**src/rtl/core/tcs_fifo.sv**
```systemverilog
// ----------------------------------------------------------------------------
// tcs_fifo
// Small register queue; room and valid come from the registered count.
// ----------------------------------------------------------------------------
module tcs_fifo #(
  parameter int WIDTH = 8,
  parameter int DEPTH = 4
) (
  input  logic             clk,
  input  logic             rst,
  input  logic             push,
  input  logic [WIDTH-1:0] din,
  output logic             room,
  input  logic             pop,
  output logic             valid,
  output logic [WIDTH-1:0] dout
);
  localparam int AW   = (DEPTH > 1) ? $clog2(DEPTH) : 1;
  localparam int CNTW = $clog2(DEPTH + 1);

  logic [WIDTH-1:0] mem [DEPTH];
  logic [AW-1:0]    wr_ptr;
  logic [AW-1:0]    rd_ptr;
  logic [CNTW-1:0]  count;

  assign room  = (count != CNTW'(DEPTH));
  assign valid = (count != '0);
  assign dout  = mem[rd_ptr];

  always_ff @(posedge clk) begin
    if (push) begin
      mem[wr_ptr] <= din;
    end
  end

  always_ff @(posedge clk) begin
    if (rst) begin
      wr_ptr <= '0;
      rd_ptr <= '0;
      count  <= '0;
    end else begin
      if (push) begin
        wr_ptr <= (wr_ptr == AW'(DEPTH - 1)) ? '0 : wr_ptr + 1'b1;
      end
      if (pop) begin
        rd_ptr <= (rd_ptr == AW'(DEPTH - 1)) ? '0 : rd_ptr + 1'b1;
      end
      unique case ({push, pop})
        2'b10:   count <= count + 1'b1;
        2'b01:   count <= count - 1'b1;
        default: count <= count;
      endcase
    end
  end
endmodule

```
**config.mk**
```make
export PLATFORM = sky130hd
export DESIGN_NAME = tcs_fifo
export DESIGN_NICKNAME = d
export VERILOG_FILES = /design/src/rtl/core/tcs_fifo.sv
export SDC_FILE = /design/constraint.sdc
export NUM_CORES = 1
export LEC_CHECK = 0
export ABC_AREA = 1
export ABC_CLOCK_PERIOD_IN_PS = 2000
export BUFFER_PORTS_ARGS = -buffer_cell sky130_fd_sc_hd__buf_2
export CORE_UTILIZATION = 40
export CTS_CLUSTER_SIZE = 12
export DETAILED_ROUTE_END_ITERATION = 6
export SLEW_MARGIN = 20
export SYNTH_ARGS = -nofsm -noshare
export SYNTH_HDL_FRONTEND = slang
export SYNTH_SLANG_ARGS = --single-unit
```
**constraint.sdc**
```tcl
create_clock -name clk -period 2 [get_ports clk]
set_clock_uncertainty 0.15 [all_clocks]
set_input_delay 0.1 -clock clk [delete_from_list [all_inputs] [get_ports clk]]
set_output_delay 0.1 -clock clk [all_outputs]
set_load 0.02 [all_outputs]
```
# Yosys cells after proc, flatten, opt, wreduce, memory -nomap -nowiden
# Memory sizes are Yosys's and may differ from the RTL's. A register that Yosys moved wholly into a read port is not among the register bits.
# Index checks and enable logic that the tools add are counted.
[op_classes]
n_addsub = 4
n_mul = 0
n_div = 0
order_cmp = 0
eq_ne = 5
n_shift = 0
mux = 7
bitwise = 0
reduce_logical = 2
[ops]
columns = ["operator", "n"]
rows = [
  ["2-to-1 mux 2 bit", 4],
  ["== test 2 bit, second input constant", 3],
  ["one-hot mux 3 bit (2 select lines)", 1],
  ["adder 2 x 1 -> 2 bit, second input constant", 2],
  ["adder 3 x 1 -> 3 bit, second input constant", 1],
  ["inequality test 3 bit, second input constant", 1],
  ["nonzero test 3 bit", 1],
  ["subtractor 3 x 1 -> 3 bit, second input constant", 1],
  ["== test 2 x 1 -> 1 bit, second input constant", 1],
  ["2-to-1 mux 1 bit", 2],
  ["nonzero test 2 bit", 1],
]
[word_totals]
register_bits = 7
latch_bits = 0
ramBits = 32
mem_bits_ro = 0
inputBits = 12
output_inout_bits = 10
word_cells = 22
memories = 1
[memory_table]
columns = ["memory", "depth", "width", "rd", "rd_clocked_by_memory_dff", "write_ports", "line_no", "text"]
rows = [
  ["mem", 4, 8, 1, 1, 1, "21", "logic [WIDTH-1:0] mem [DEPTH];"],
]

# Logic depth before layout (Yosys ltp)
# Gate-level depths: netlist of the first run.
[depth]
word_depth = 4
depth_mapped = 10
mapped_depth_nobuf = 10

# Least setup slack after synthesis of the first run
# No wires, ideal clock.
[synth_path]
path_kind = "register to register"
from = "register count[0]"
to = "register count[2]"
arrival_ps = 1069
path_slack_ps = 671
stages_incl_launch_ff = 9
n_path_buf = 0
period_less_slack_ps = 1329
path_cell_list = "dfxtp_1 > inv_1 > fa_1 > inv_1 > nand2_1 > nand3_1 > nand2_1 > inv_1 > nor2_1"
[synth_via]
elab_chain_len = 2
word_cells_on_any_way = 3
classes_between = "add/sub: 2; mux: 1"
[synth_rtl]
columns = ["item", "line_no", "text"]
rows = [
  ["start, declared", "24", "logic [CNTW-1:0] count;"],
  ["start signal, assigned", "49", "2'b10: count <= count + 1'b1;"],
  ["start signal, assigned", "50", "2'b01: count <= count - 1'b1;"],
  ["start signal, assigned", "51", "default: count <= count;"],
  ["subtractor 3 x 1 -> 3 bit or adder 3 x 1 -> 3 bit (tied branches)", "50, 49", ""],
  ["one-hot mux 3 bit (2 select lines) (*)", "48", "unique case ({push, pop})"],
]
# Every way passes the cells marked *; elsewhere a longest branch is shown, timed or not.
# A chain may end at the register's enable or synchronous reset.

==> results.json, run 1 <==
{
  "die_area_mm2": 0.00440,
  "critPathArrivalTime_ps": 1520,
  "cts_tree": "yes",
  "hold_viol_final": 0,
  "p_leak_nw": 0.802,
  "antenna_found_initial": 0,
  "vias": 1088,
  "pwr_density_cell_mw_per_mm2": 872,
  "final_cell_area_mm2": 0.00199,
  "grt.total_usage_pct": 16.4,
  "routed_wl_mm": 3.03,
  "port-buffer-count": 21,
  "fin_cells": 224,
  "cts_resized": 0,
  "overflow": 0,
  "required_ps": 1750,
  "clk_path_buf_depth": 2,
  "path_clk_slew_ps": 70,
  "grt_first_pass_wirelength_mm": 4.97,
  "grt_max_degree": 17,
  "synth-seq-area-share_pct": 69.0,
  "rsz0062_at_grt": "no",
  "num_io_pins": 22,
  "core_mm2": 0.00397,
  "worst-setup-path-type": "reg -> out",
  "synth-async-reset-ratio_pct": 0,
  "setup_violations": 0,
  "place_inst": 206,
  "outcome": "completed",
  "end_kind": "output pin",
  "drt-initial-drc-count": 19,
  "slew_headroom_pct": 73.6,
  "syn_area_mm2": 0.00165,
  "fmax_ghz": 0.567,
  "drt_pre_antenna_iters": 4,
  "tightest_slew_ps": 395,
  "r2r_cells": 3,
  "place_area_mm2": 0.00181,
  "ys_warn_count": 0,
  "post_drt_wl_per_cell_um": 13.5,
  "period_minus_slack_ps": 1770,
  "ys_types": 18,
  "whs_ps": 44.7,
  "syn_area_per_cell_um2": 12.2,
  "grt_pass1_vias": 1087,
  "synth_ff_type": "edfxtp_1",
  "diodes": 0,
  "ys_ff_latch": 41,
  "dpl.hpwl_mm": 2.04,
  "post_cts_buffers": 0,
  "gp_congestion": 0.744,
  "synthCells": 136,
  "syn2layout_area_growth_pct": 20.3,
  "die_y_um": 66.3,
  "fill_cells": 365,
  "initial_utilization_pct": 41.7,
  "syn_nets": 155,
  "via_per_inst": 4.86,
  "synth_edf_count": 32,
  "numCtsBuffers": 5,
  "cts.sinks": 41,
  "worst_hold_path_type": "in -> reg",
  "drc": 0,
  "cap_violations": 0,
  "drive_gt1_share_pct": 19.5,
  "hold_path_depth": 3,
  "period_share_pct": 88.3,
  "rows": 23,
  "crit_path_start_kind": "register",
  "ant_nets": 0,
  "die_x_um": 66.3,
  "path_max_fanout": 16,
  "maxSlewViolCount": 0,
  "max-vdd-ir-drop_mv": 0.397,
  "root_buffer": "clkbuf_8",
  "htree_levels": 2,
  "fin_tns_setup_ps": 0,
  "clk_latency_ps": 290,
  "final_nets": 192
}
worst max-delay path: stages, from the launching register on:
cell and delay, ps:
dfxtp_1 520, inv_2 220, o21ai_0 220, o22ai_1 90
buf_2 170
synth_stat cells (2+ instances only):
master    instances  area [um2]
nor3_1            2        10.0
o22ai_1           8        50.1
nand3_1           3        15.0
nor2_2            2        12.5
buf_6             2        22.5
nor2_1           19        71.3
nand2_1           8        30.0
a21oi_1           5        25.0
dfxtp_1           9         180
o21ai_1           2        10.0
ha_1              6        75.1
inv_1            17        63.8
edfxtp_1         32         961
o21ai_0          16        80.1
o21ai_2           2        17.5
final cells by class:
type / count / area [um2] / share of cell area (%)
repair buffers: 32 / 213 / 10.7
multi-input cells: 75 / 423 / 21.3
well taps: 50 / 62.6 / 3.14
clock buffers: 6 / 72.6 / 3.65
flip-flops and latches: 41 / 1140 / 57.4
inverters: 18 / 67.6 / 3.40
clock inverters: 2 / 10.0 / 0.503
what timing repair did:
action                                 in CTS  in global routing
setup endpoints to repair                   0                  0
endpoints found under the hold margin      38                  0
hold buffers                               10                  0
final timing paths:
path                     startpoint                     end  slack [ps]
max                        register                 dout[2]         230
max reg2reg  wr_ptr[0]$_SDFFE_PP0P_     mem[3][3]$_DFFE_PP_         540
min                            push  wr_ptr[1]$_SDFFE_PP0P_          40
min reg2reg  rd_ptr[1]$_SDFFE_PP0P_  rd_ptr[1]$_SDFFE_PP0P_         390
report_power, final:
part	total (mW)	internal (mW)	leakage, nW	switching [mW]
clock network	0.506	0.241	0.0450	0.265
logic	0.241	0.0883	0.388	0.152
registers	0.987	0.964	0.369	0.0232
layout by cell type (no fill, tap or decap), types with 3 or more instances in the layout:
master         synthesis  final
a21oi_1                5      5
buf_2                  0     21
clkbuf_8               0      5
dfxtp_1                9      9
dlygate4sd3_1          0     10
edfxtp_1              32     32
ha_1                   6      6
inv_1                 17     17
nand2_1                8      8
nand3_1                3      3
nor2_1                19     19
o21ai_0               16     16
o22ai_1                8      8
metrics by stage:
step | worst slack [ps] | utilization [%] | power, mW
finish | 235 | 50.1 | 1.73
global placement | 500 | 45.5 | 1.22
CTS | 232 | 50.1 | 1.75
global route | 76.6 | 50.1 | 1.82
floorplan | 671 | - | 1.15
detailed placement | 413 | 45.5 | 1.23
logic make-up (layout without fill, tap and decap cells):
family / after synthesis / after routing / share of synthesized area (%)
DFF: 41 / 41 / 69.0
and+or+nand+nor: 35 / 35 / 8.77
AOI/OAI and AO/OA: 33 / 33 / 11.0
buffers and inverters: 20 / 58 / 5.45
adders and majority gates: 7 / 7 / 5.75
sequential cells by signal, summed over array words and instances (netlist names), named ones only:
signal / count
count: 3
mem: 32
rd_ptr: 2
wr_ptr: 2
layer usage:
layer,vias to the layer above,routed length (um),global-route usage [%]
li1,547,-,-
met3,7,101,5.34
met5,-,0,0
met1,516,1290,18.1
met2,18,1570,28.1
met4,0,65,8.24
(Power assumes the default switching activity.)
==> run 2, diff against run 1 <==
ABC_CLOCK_PERIOD_IN_PS = 2200   (was 2000)
clock period = 2.2 ns   (was 2 ns; I/O delays follow)
==> run 2 against run 1 <==
Clock power shrank 11%; design area shrank 0.63%; global-route usage shrank 0.41 points; first-iteration DRC count increased to 3.0 times the previous value; largest cell class unchanged; largest power group unchanged; highest routed layer unchanged.
==> results.json, run 2 (synthesized netlist as in run 1, its figures left out) <==
{
  "outcome": "completed",
  "final_cell_area_mm2": 0.00198,
  "layout_common_cells": "edfxtp_1 (32), buf_2 (21), nor2_1 (19), inv_1 (17), o21ai_0 (16)",
  "period_share_pct": 81.0,
  "overflow": 0,
  "routed_wl_mm": 3.01,
  "maxSlewViolCount": 0,
  "place_area_mm2": 0.00181,
  "place_inst": 206,
  "die_x_um": 66.3,
  "critPathArrivalTime_ps": 1520,
  "die_area_mm2": 0.00440,
  "worst-setup-path-type": "reg -> out",
  "required_ps": 1940,
  "fin_ws_ps": 419,
  "clk_latency_ps": 280,
  "crit_path_start_kind": "register",
  "grt_pass1_vias": 1047,
  "num_io_pins": 22,
  "tightest_slew_ps": 382,
  "ant_nets": 0,
  "cts_tree": "yes",
  "power.total_mw": 1.57,
  "grt_max_degree": 17,
  "path_clk_slew_ps": 70,
  "rows": 23,
  "setup_violations": 0,
  "hold_viol_final": 0,
  "fill_cells": 362,
  "via_per_inst": 4.94,
  "cts.sinks": 41,
  "rsz0062_at_grt": "no",
  "layout.cells.most_common": "edfxtp_1",
  "cts_resized": 0,
  "grt_first_pass_wirelength_mm": 4.94,
  "syn2layout_area_growth_pct": 19.5,
  "root_buffer": "clkbuf_8",
  "regMostFlops": "mem",
  "fin_tns_setup_ps": 0,
  "end_kind": "output pin",
  "gp_congestion": 0.830,
  "drive_gt1_share_pct": 18.5,
  "core_mm2": 0.00397,
  "whs_ps": 29.7,
  "period_minus_slack_ps": 1780,
  "slew_headroom_pct": 74.5,
  "path_max_fanout": 10,
  "initial_utilization_pct": 41.7,
  "largest_reg_flops": 32,
  "vias": 1101,
  "max-vdd-ir-drop_mv": 0.375,
  "p_leak_nw": 0.792,
  "die_y_um": 66.3,
  "post_drt_wl_per_cell_um": 13.5,
  "final_nets": 191,
  "worst_hold_path_type": "in -> reg",
  "dpl.hpwl_mm": 2.03,
  "fin_cells": 223,
  "largest_registers": "mem: 32 flops, count: 3 flops",
  "numCtsBuffers": 5,
  "port-buffer-count": 21,
  "htree_levels": 2,
  "clk_path_buf_depth": 2,
  "grt.total_usage_pct": 16.0,
  "antenna_found_initial": 0,
  "drt_pre_antenna_iters": 3,
  "drt-initial-drc-count": 57,
  "dpl_worst_slack_ps": 596,
  "fin_util_pct": 49.8,
  "cap_violations": 0,
  "drc": 0,
  "fmax_ghz": 0.561,
  "diodes": 0,
  "pwr_density_cell_mw_per_mm2": 792
}
run 2: cell types whose count changed in the layout (fill, tap and decap cells not counted):
| cell | before | now |
|---|---|---|
| clkbuf_1 | 1 | 3 |
| clkinv_2 | 2 | 0 |
| dlygate4sd3_1 | 10 | 9 |
run 2: final cells by class:
class	count	area, um2	area share, %
multi-input combinational	75	423	21.4
inverter	18	67.6	3.42
timing repair buffer	31	203	10.3
sequential	41	1140	57.7
clock buffer	8	80.1	4.05
tap	50	62.6	3.16
run 2: worst max-delay path, stage by stage (launching register included):
cell,delay [ps]
dfxtp_1,530
buf_4,230
o21ai_0,120
o22ai_1,170
buf_2,180
run 2: power by group:
group          internal (mW)  leakage, nW  total (mW)  switching (mW)
Sequential             0.876        0.369       0.897          0.0212
Clock                  0.225       0.0395       0.451           0.226
Combinational         0.0789        0.384       0.217           0.138
Total                   1.18        0.792        1.57           0.386
run 2: worst paths after layout:
| path | startpoint | to | slack, ps | cells past startpoint |
|---|---|---|---|---|
| min reg2reg | wr_ptr[1]$_SDFFE_PP0P_ | wr_ptr[1]$_SDFFE_PP0P_ | 380 | 2 |
| max reg2reg | count[0]$_SDFFE_PP0P_ | count[2]$_SDFFE_PP0P_ | 750 | 7 |
| min | pop | rd_ptr[1]$_SDFFE_PP0P_ | 30 | 3 |
| max | register | dout[2] | 420 | 4 |
run 2: timing repair:
item / CTS / global route
endpoints found under the hold margin: 36 / 0
buffers inserted: 0 / 0
hold buffers: 9 / 0
run 2: layer usage:
metal | up-vias | track usage, % | wire length (um)
met1 | 535 | 19.0 | 1340
met4 | 0 | 4.79 | 29
met2 | 16 | 26.9 | 1540
met5 | - | 0 | 0
li1 | 546 | - | -
met3 | 4 | 5.86 | 97
